`config.mk`:
```
export PLATFORM = sky130hd
export DESIGN_NAME = dual_range_window_obstacle_classifier_core
export DESIGN_NICKNAME = d
export VERILOG_FILES = /design/src/drwoc_pkg.sv /design/src/dual_range_window_obstacle_classifier_core.sv /design/src/drwoc_datapath.sv /design/src/drwoc_ctrl.sv
export SDC_FILE = /design/constraint.sdc
export NUM_CORES = 2
export LEC_CHECK = 0
export BUFFER_PORTS_ARGS = -buffer_cell sky130_fd_sc_hd__buf_2
export CAP_MARGIN = 20
export CORE_MARGIN = 2
export CORE_UTILIZATION = 35
export CTS_CLUSTER_DIAMETER = 60
export DETAILED_ROUTE_END_ITERATION = 16
export GPL_TIMING_DRIVEN = 0
export RECOVER_POWER = 50
export SKIP_LAST_GASP = 1
export SLEW_MARGIN = 20
export SYNTH_ARGS = -nofsm -noshare
export SYNTH_HDL_FRONTEND = slang
export SYNTH_SLANG_ARGS = --single-unit
export TNS_END_PERCENT = 50
```
`constraint.sdc`:
```
create_clock -name clk_i -period 15 [get_ports clk_i]
set_input_delay 0.75 -clock clk_i [delete_from_list [all_inputs] [get_ports clk_i]]
set_output_delay 0.75 -clock clk_i [all_outputs]
set_load 0.01 [all_outputs]
```
`src/drwoc_pkg.sv`:
```
// Shared types, constants and threshold helpers for the obstacle classifier.
// No dependencies.
`timescale 1ns / 1ps

package drwoc_pkg;

  localparam int unsigned DIST_W           = 14;
  localparam int unsigned CONF_W           = 7;
  localparam int unsigned WINDOW_DEPTH_DEF = 8;

  typedef enum logic [2:0] {
    CLS_WALL    = 3'd0,
    CLS_PERSON  = 3'd1,
    CLS_CHAIR   = 3'd2,
    CLS_TABLE   = 3'd3,
    CLS_STAIRS  = 3'd4,
    CLS_DOOR    = 3'd5,
    CLS_POLE    = 3'd6,
    CLS_UNKNOWN = 3'd7
  } class_e;

  localparam logic [CONF_W-1:0] CONF_NONE   = 7'd0;
  localparam logic [CONF_W-1:0] CONF_WALL   = 7'd92;
  localparam logic [CONF_W-1:0] CONF_TABLE  = 7'd81;
  localparam logic [CONF_W-1:0] CONF_STAIRS = 7'd89;
  localparam logic [CONF_W-1:0] CONF_PERSON = 7'd87;
  localparam logic [CONF_W-1:0] CONF_CHAIR  = 7'd81;
  localparam logic [CONF_W-1:0] CONF_POLE   = 7'd78;
  localparam logic [CONF_W-1:0] CONF_DOOR   = 7'd72;

  // Controller -> datapath commands
  typedef struct packed {
    logic load;      // shift new pair into the windows, clear accumulators
    logic accum;     // add one window tap, rotate windows
    logic var_calc;  // form variance term and height difference
    logic classify;  // run rule chain, load output register
  } dp_cmd_t;

  // Datapath -> controller status
  typedef struct packed {
    logic accum_last;
  } dp_status_t;

  // Window-sum threshold for a mean of cm centimeters (Q10.4 samples).
  function automatic longint unsigned sum_limit(int unsigned cm, int unsigned depth);
    return longint'(cm) * 16 * longint'(depth);
  endfunction

  // Threshold on D*Q - S^2 for a variance of cm2 square centimeters.
  function automatic longint unsigned var_limit(int unsigned cm2, int unsigned depth);
    return longint'(cm2) * 256 * longint'(depth) * longint'(depth);
  endfunction

endpackage

```
`src/dual_range_window_obstacle_classifier_core.sv`:
```
// Top level of the dual-range window obstacle classifier.
// Depends on drwoc_pkg, drwoc_ctrl and drwoc_datapath.
//
// Usage:
//   Input channel (in_valid_i / in_ready_o) carries one pair of lower and
//   upper distances, unsigned Q10.4 cm. Output channel (out_valid_o /
//   out_ready_i) returns one class and confidence per accepted pair.
//   classifier_enable_i is written by cfg_we_i; write it only while idle.
//   When disabled, results read class unknown with confidence zero, but the
//   windows keep filling.
// Sequence:
//   The result is registered by the classify step (ST_CLASS) after the
//   window walk (ST_ACCUM) and variance step (ST_VAR). A new pair is
//   taken only back in idle, one pair at a time; the window is walked one
//   tap per cycle through a single squarer and square-sum accumulator.
// Reset:
//   Windows clear to zero, held class is unknown with confidence zero, the
//   classifier is disabled and no result is pending.
// Stall:
//   A result waits in the output register; the next pair is still taken and
//   processed, and its classify step waits until the register drains.
`timescale 1ns / 1ps

module dual_range_window_obstacle_classifier_core import drwoc_pkg::*; #(
  parameter int unsigned WindowDepth = WINDOW_DEPTH_DEF
) (
  input  logic              clk_i,
  input  logic              rst_ni,
  input  logic              cfg_we_i,
  input  logic              classifier_enable_i,
  input  logic              in_valid_i,
  output logic              in_ready_o,
  input  logic [DIST_W-1:0] lower_distance_i,
  input  logic [DIST_W-1:0] upper_distance_i,
  output logic              out_valid_o,
  input  logic              out_ready_i,
  output logic [2:0]        obstacle_class_o,
  output logic [CONF_W-1:0] confidence_percent_o
);

  dp_cmd_t    cmd;
  dp_status_t status;

  drwoc_ctrl u_ctrl (
    .clk_i       (clk_i),
    .rst_ni      (rst_ni),
    .in_valid_i  (in_valid_i),
    .in_ready_o  (in_ready_o),
    .out_valid_o (out_valid_o),
    .out_ready_i (out_ready_i),
    .status_i    (status),
    .cmd_o       (cmd)
  );

  drwoc_datapath #(
    .WindowDepth (WindowDepth)
  ) u_datapath (
    .clk_i                (clk_i),
    .rst_ni               (rst_ni),
    .cfg_we_i             (cfg_we_i),
    .classifier_enable_i  (classifier_enable_i),
    .lower_distance_i     (lower_distance_i),
    .upper_distance_i     (upper_distance_i),
    .cmd_i                (cmd),
    .status_o             (status),
    .obstacle_class_o     (obstacle_class_o),
    .confidence_percent_o (confidence_percent_o)
  );

endmodule

```
`src/drwoc_datapath.sv`:
```
// Datapath: sample windows, sum / square-sum accumulators, variance term,
// rule chain, held class and output register. Depends on drwoc_pkg.
`timescale 1ns / 1ps

module drwoc_datapath import drwoc_pkg::*; #(
  parameter int unsigned WindowDepth = WINDOW_DEPTH_DEF
) (
  input  logic              clk_i,
  input  logic              rst_ni,
  input  logic              cfg_we_i,
  input  logic              classifier_enable_i,
  input  logic [DIST_W-1:0] lower_distance_i,
  input  logic [DIST_W-1:0] upper_distance_i,
  input  dp_cmd_t           cmd_i,
  output dp_status_t        status_o,
  output logic [2:0]        obstacle_class_o,
  output logic [CONF_W-1:0] confidence_percent_o
);

  localparam int unsigned CNT_W = $clog2(WindowDepth);
  localparam int unsigned SUM_W = DIST_W + CNT_W;
  localparam int unsigned SQ_W  = 2 * DIST_W;
  localparam int unsigned Q_W   = SQ_W + CNT_W;
  localparam int unsigned VAR_W = 2 * SUM_W;

  localparam logic [SUM_W-1:0] SL20  = SUM_W'(sum_limit(20, WindowDepth));
  localparam logic [SUM_W-1:0] SL30  = SUM_W'(sum_limit(30, WindowDepth));
  localparam logic [SUM_W-1:0] SL50  = SUM_W'(sum_limit(50, WindowDepth));
  localparam logic [SUM_W-1:0] SL70  = SUM_W'(sum_limit(70, WindowDepth));
  localparam logic [SUM_W-1:0] SL80  = SUM_W'(sum_limit(80, WindowDepth));
  localparam logic [SUM_W-1:0] SL100 = SUM_W'(sum_limit(100, WindowDepth));
  localparam logic [SUM_W-1:0] SL120 = SUM_W'(sum_limit(120, WindowDepth));
  localparam logic [SUM_W-1:0] SL150 = SUM_W'(sum_limit(150, WindowDepth));
  localparam logic [VAR_W-1:0] VL10  = VAR_W'(var_limit(10, WindowDepth));
  localparam logic [VAR_W-1:0] VL20  = VAR_W'(var_limit(20, WindowDepth));
  localparam logic [VAR_W-1:0] VL50  = VAR_W'(var_limit(50, WindowDepth));

  logic [DIST_W-1:0] lwin_q [WindowDepth];
  logic [DIST_W-1:0] uwin_q [WindowDepth];
  logic [CNT_W-1:0]  cnt_q;
  logic [SUM_W-1:0]  sl_q, su_q, hd_q;
  logic [Q_W-1:0]    ql_q;
  logic [VAR_W-1:0]  v_q;
  logic              enable_q;
  class_e            held_class_q;
  logic [CONF_W-1:0] held_conf_q;
  class_e            out_class_q;
  logic [CONF_W-1:0] out_conf_q;

  logic [SQ_W-1:0]   tap_sq;
  logic [VAR_W-1:0]  dq, sl_sq, v_d;
  logic [SUM_W-1:0]  hd_d;
  logic              hit;
  class_e            rule_class;
  logic [CONF_W-1:0] rule_conf;

  // Windows: shift on load; during accumulation rotate by one so tap 0
  // walks every sample and the window is back in place after D steps.
  always_ff @(posedge clk_i or negedge rst_ni) begin
    if (!rst_ni) begin
      for (int i = 0; i < WindowDepth; i++) begin
        lwin_q[i] <= '0;
        uwin_q[i] <= '0;
      end
    end else if (cmd_i.load) begin
      for (int i = 0; i < WindowDepth - 1; i++) begin
        lwin_q[i] <= lwin_q[i+1];
        uwin_q[i] <= uwin_q[i+1];
      end
      lwin_q[WindowDepth-1] <= lower_distance_i;
      uwin_q[WindowDepth-1] <= upper_distance_i;
    end else if (cmd_i.accum) begin
      for (int i = 0; i < WindowDepth - 1; i++) begin
        lwin_q[i] <= lwin_q[i+1];
        uwin_q[i] <= uwin_q[i+1];
      end
      lwin_q[WindowDepth-1] <= lwin_q[0];
      uwin_q[WindowDepth-1] <= uwin_q[0];
    end
  end

  always_ff @(posedge clk_i or negedge rst_ni) begin
    if (!rst_ni) begin
      cnt_q <= '0;
    end else if (cmd_i.load) begin
      cnt_q <= '0;
    end else if (cmd_i.accum) begin
      cnt_q <= cnt_q + CNT_W'(1);
    end
  end

  assign status_o.accum_last = (cnt_q == CNT_W'(WindowDepth - 1));

  assign tap_sq = lwin_q[0] * lwin_q[0];
  assign dq     = VAR_W'(ql_q) * VAR_W'(WindowDepth);
  assign sl_sq  = VAR_W'(sl_q) * VAR_W'(sl_q);
  assign v_d    = dq - sl_sq;
  assign hd_d   = (su_q > sl_q) ? (su_q - sl_q) : (sl_q - su_q);

  always_ff @(posedge clk_i) begin
    if (cmd_i.load) begin
      sl_q <= '0;
      su_q <= '0;
      ql_q <= '0;
    end else if (cmd_i.accum) begin
      sl_q <= sl_q + SUM_W'(lwin_q[0]);
      su_q <= su_q + SUM_W'(uwin_q[0]);
      ql_q <= ql_q + Q_W'(tap_sq);
    end
    if (cmd_i.var_calc) begin
      v_q  <= v_d;
      hd_q <= hd_d;
    end
  end

  // Rule chain, first match wins
  always_comb begin
    hit        = 1'b1;
    rule_class = CLS_UNKNOWN;
    rule_conf  = CONF_NONE;
    priority if (sl_q < SL50 && su_q < SL50 && v_q < VL10) begin
      rule_class = CLS_WALL;   rule_conf = CONF_WALL;
    end else if (sl_q < SL70 && su_q > SL150) begin
      rule_class = CLS_TABLE;  rule_conf = CONF_TABLE;
    end else if (sl_q < SL100 && su_q < SL100 && v_q > VL50) begin
      rule_class = CLS_STAIRS; rule_conf = CONF_STAIRS;
    end else if (v_q > VL20 && v_q < VL50 && hd_q < SL30) begin
      rule_class = CLS_PERSON; rule_conf = CONF_PERSON;
    end else if (sl_q < SL80 && hd_q > SL30 && hd_q < SL80) begin
      rule_class = CLS_CHAIR;  rule_conf = CONF_CHAIR;
    end else if (sl_q < SL30 && su_q > SL80 && su_q < SL150) begin
      rule_class = CLS_POLE;   rule_conf = CONF_POLE;
    end else if (sl_q > SL50 && sl_q < SL120 && hd_q < SL20) begin
      rule_class = CLS_DOOR;   rule_conf = CONF_DOOR;
    end else begin
      hit = 1'b0;
    end
  end

  always_ff @(posedge clk_i or negedge rst_ni) begin
    if (!rst_ni) begin
      enable_q     <= 1'b0;
      held_class_q <= CLS_UNKNOWN;
      held_conf_q  <= CONF_NONE;
    end else begin
      if (cfg_we_i) begin
        enable_q <= classifier_enable_i;
      end
      if (cmd_i.classify && enable_q && hit) begin
        held_class_q <= rule_class;
        held_conf_q  <= rule_conf;
      end
    end
  end

  always_ff @(posedge clk_i) begin
    if (cmd_i.classify) begin
      if (!enable_q) begin
        out_class_q <= CLS_UNKNOWN;
        out_conf_q  <= CONF_NONE;
      end else if (hit) begin
        out_class_q <= rule_class;
        out_conf_q  <= rule_conf;
      end else begin
        out_class_q <= held_class_q;
        out_conf_q  <= held_conf_q;
      end
    end
  end

  assign obstacle_class_o     = out_class_q;
  assign confidence_percent_o = out_conf_q;

endmodule

```
`src/drwoc_ctrl.sv`:
```
// Controller FSM: sequences load, window walk, variance and classify steps,
// and owns the input/output handshakes. Depends on drwoc_pkg.
`timescale 1ns / 1ps

module drwoc_ctrl import drwoc_pkg::*; (
  input  logic       clk_i,
  input  logic       rst_ni,
  input  logic       in_valid_i,
  output logic       in_ready_o,
  output logic       out_valid_o,
  input  logic       out_ready_i,
  input  dp_status_t status_i,
  output dp_cmd_t    cmd_o
);

  typedef enum logic [1:0] {
    ST_IDLE,
    ST_ACCUM,
    ST_VAR,
    ST_CLASS
  } state_e;

  state_e state_q;
  logic   out_valid_q;
  logic   out_free;

  // Output register can take a new result when empty or being drained
  assign out_free = !out_valid_q || out_ready_i;

  assign in_ready_o     = (state_q == ST_IDLE);
  assign cmd_o.load     = in_valid_i && (state_q == ST_IDLE);
  assign cmd_o.accum    = (state_q == ST_ACCUM);
  assign cmd_o.var_calc = (state_q == ST_VAR);
  assign cmd_o.classify = (state_q == ST_CLASS) && out_free;
  assign out_valid_o    = out_valid_q;

  always_ff @(posedge clk_i or negedge rst_ni) begin
    if (!rst_ni) begin
      state_q     <= ST_IDLE;
      out_valid_q <= 1'b0;
    end else begin
      unique case (state_q)
        ST_IDLE: begin
          if (in_valid_i) begin
            state_q <= ST_ACCUM;
          end
        end
        ST_ACCUM: begin
          if (status_i.accum_last) begin
            state_q <= ST_VAR;
          end
        end
        ST_VAR: begin
          state_q <= ST_CLASS;
        end
        ST_CLASS: begin
          if (out_free) begin
            state_q <= ST_IDLE;
          end
        end
        default: state_q <= ST_IDLE;
      endcase

      if (cmd_o.classify) begin
        out_valid_q <= 1'b1;
      end else if (out_ready_i) begin
        out_valid_q <= 1'b0;
      end
    end
  end

endmodule

```
==> impl_results.md <==
- Skew final: 0.0466 ns
- Final setup TNS: 0 ns
- Hold_sp: upper_distance_i[3]
- Seq/Total Area, Yosys: 28.5%
- Aggregate global routing overflow: 0
- Area growth syn-to-layout: 9.93%
- DR iter-0 viols: 1489
- Chip height: 306 µm
- Post-Synthesis Cells: 3104
- Tightest Hold Check Type: input port to flip-flop
- Total CTS buffers: 44
- Total number of vias: 21700
- R2R Path End: u_datapath.v_q[33]$_DFFE_PP_
- Filler cell count in the final layout: 9008
- Hold depth: 3
- CTS H-tree lvls: 2
- Tmin final: 7.92 ns
- WL final: 79.6 mm
- WL/cell: 18.0 µm
- RR Startpoint: u_datapath.sl_q[2]$_SDFFE_PP0P_
- Top_reg_cell synth: dfrtp_1
- Syn. warnings: 0
- #FFs+latches synth: 365
- CTS max path bufs: 3
- Ranking of synthesized cells by area: fa_1 24%, dfrtp_1 19%, ha_1 10%
- CTS resizes: 0
- Period utilisation layout: 52.8%
- Worst skew pair latency: 0.61 ns
- Slew margin rel.: -195%
- Hold path endpoint: u_datapath.uwin_q[3]$_DFFE_PN0P_
- Crit path kind: flip-flop to flip-flop
- Failing checks: max-capacitance violations, max-slew violations
- DP Wirelength: 63.8 mm
- Maximum clock rate: 126 MHz
- Sinks on Clock Net: 365
- Largest net degree at the start of global routing: 86
- # Post-CTS Setup Buffers: 0
- Clock Pin Slew Worst Setup and Hold Paths: 0.06 ns
- Hold-fix buffers, CTS: 0
- Outcome: complete, but fails checks
- CTS tree: done
- Vias in the first global route: 22800
- Asr flop ratio synth: 65.8%
- EDFF count, synth: 60
- Final GP Congestion: 0.925
- Max-Cap Viols: 3
- Num ports: 46
- Hold Vio Cnt, Final: 0
- Synth top area share: 23.6%
- Port Buffer Count: 44
- Initial antenna violation count: 2
- Layout Nets: 3875
- Cell variety after synth: 92
- Share of cells above drive strength 1: 10.9%
- Critical path arrival: 8.22 ns
- FP Rows: 110
- Starting Density: 35.4%
- Final setup viols: 0
- First-pass GRT wire length: 128 mm
- Via/cell ratio: 4.93
- Worst path required time: 15.30 ns
- Drt drc: 0
- DRT Pass-1 Iters: 8
- Die width: 306 µm
- Mapped cell area: 0.0320 mm²
- Leading area contributor after synthesis: fa_1
- Syn_nets: 3783
- Final count of pins violating max slew: 220
- RSZ-0062 raised after global routing: false
- Area of the die: 0.0938 mm²
- Crit path launch type: flip-flop
- Worst reg2reg setup slack: 7.08 ns
- Overall Global Routing Usage: 17.4%
- Antenna Violating Nets Remaining: 0
- CP Max Fanout: 10
- Avg Cell Area, Syn: 10.3 µm²
- CORE AREA: 0.0903 mm²
- Worst r2r path cells: 24
- Worst-Margin Slew: 4.42 ns
- Critical path endpoint category: flip-flop
- Clk root buf: clkbuf_16
[worst max path at each step]
stage / start / slack, ns / endpoint / cells after the start
after floorplan: u_datapath.sl_q[5]$_SDFFE_PP0P_ / 8.44 / u_datapath.v_q[33]$_DFFE_PP_ / 23
after global placement: u_datapath.sl_q[2]$_SDFFE_PP0P_ / 7.22 / u_datapath.v_q[33]$_DFFE_PP_ / 24
after detailed placement: u_datapath.sl_q[2]$_SDFFE_PP0P_ / 7.17 / u_datapath.v_q[33]$_DFFE_PP_ / 24
after CTS: u_datapath.sl_q[2]$_SDFFE_PP0P_ / 7.13 / u_datapath.v_q[33]$_DFFE_PP_ / 24
after global routing: rst_ni / 5.91 / u_datapath.uwin_q[31]$_DFFE_PN0P_ / 2
final: u_datapath.sl_q[2]$_SDFFE_PP0P_ / 7.08 / u_datapath.v_q[33]$_DFFE_PP_ / 24
[kinds of logic after synthesis]
group,after synthesis,synth area share [%]
compound gates,359,7.57
other cells,1,0.0117
mux,279,9.55
flops,365,28.5
simple gates,639,9.17
fa+ha+maj,645,34.1
xor+xnor,93,2.55
buf+inv,723,8.58
[cell usage after synthesis, types with 12 or more instances]
library cell / number
dfxtp_1: 65
ha_1: 268
o21ai_0: 88
xnor2_1: 60
clkbuf_1: 86
inv_1: 610
o21a_1: 19
nand4_1: 13
edfxtp_1: 60
nor2_1: 186
dfrtp_1: 237
nor3_1: 37
nand2_1: 239
mux2_2: 201
nor2b_1: 17
mux2i_1: 72
xor2_1: 33
nand3_1: 20
a21oi_1: 82
a211oi_1: 16
fa_1: 377
or3_1: 13
nor4_1: 12
and2_1: 46
a21o_1: 36
[area by class of cell]
type | count | area, µm² | area share, %
multi-input combinational | 2016 | 20100 | 57.2
sequential | 365 | 9110 | 25.9
inverter | 615 | 2310 | 6.57
tap | 1176 | 1470 | 4.19
clock buffer | 63 | 1260 | 3.59
buffer | 108 | 434 | 1.24
timing repair buffer | 46 | 236 | 0.673
clock inverter | 19 | 201 | 0.573
antenna | 1 | 2.50 | 0.00712
[metal layers]
metal  vias up  GRT usage, %  part of all wire [%]
met5         -             0                     0
met4         0          5.12                   2.8
met3       110          3.05                   5.4
met2       474          28.9                    47
met1     11000          23.3                    45
li1      10200             -                     -
[flip-flops by register name, summed over array words and instances (netlist names)]
register	count
u_datapath.sl_q	17
u_datapath.uwin_q	112
u_datapath.held_conf_q	6
u_datapath.v_q	34
u_ctrl.state_q	2
u_datapath.held_class_q	3
u_datapath.enable_q	1
u_ctrl.out_valid_o	1
u_datapath.confidence_percent_o	6
u_datapath.lwin_q	112
u_datapath.obstacle_class_o	3
u_datapath.hd_q	17
u_datapath.cnt_q	3
u_datapath.su_q	17
u_datapath.ql_q	31
[through the flow]
step	util (%)	setup slack (ns)	hold slack (ns)	instance area, µm²	std cells
final	38.9	7.08	0.348	35200	4409
after detailed placement	37.4	7.17	0.460	33700	4326
after floorplan	-	8.44	0.441	32000	3104
after CTS	39.0	7.13	0.146	35200	4408
after global placement	37.3	7.22	0.455	33700	4324
after global routing	38.9	5.91	0.335	35200	4408
[cells in the final DEF (no fill, tap or decap), types with 17 or more instances in the layout]
cell type  instances
a21o_1            36
dfxtp_1           65
nor3_1            37
mux2i_1           72
o21ai_0           88
clkbuf_1         110
buf_2             39
dfrtp_1          237
mux2_2           201
a21oi_1           82
edfxtp_1          60
xor2_1            33
fa_1             377
xnor2_1           60
o21a_1            19
nand3_1           20
nor2_1           186
nand2_1          239
nor2b_1           17
and2_1            45
clkbuf_16         44
inv_1            610
ha_1             268
[critical path: stages (launching register included)]
cell      delay (ns)
dfxtp_1         0.47
clkbuf_1        0.57
clkinv_1        0.67
nor2_1          0.35
inv_1           0.10
fa_1            0.54
inv_1           0.05
fa_1            0.43
fa_1            0.50
inv_1           0.05
fa_1            0.48
inv_1           0.06
fa_1            0.53
inv_1           0.05
fa_1            0.47
ha_1            0.37
a21o_1          0.18
a21oi_1         0.19
o22a_1          0.15
o21ai_1         0.17
a2111o_1        0.47
nand2_1         0.15
o31ai_1         0.15
o41ai_1         0.33
xnor2_1         0.12
Power is left out: the tool's default activity adds up to more than one toggle a clock period on the data nets, which glitch-free logic cannot reach.
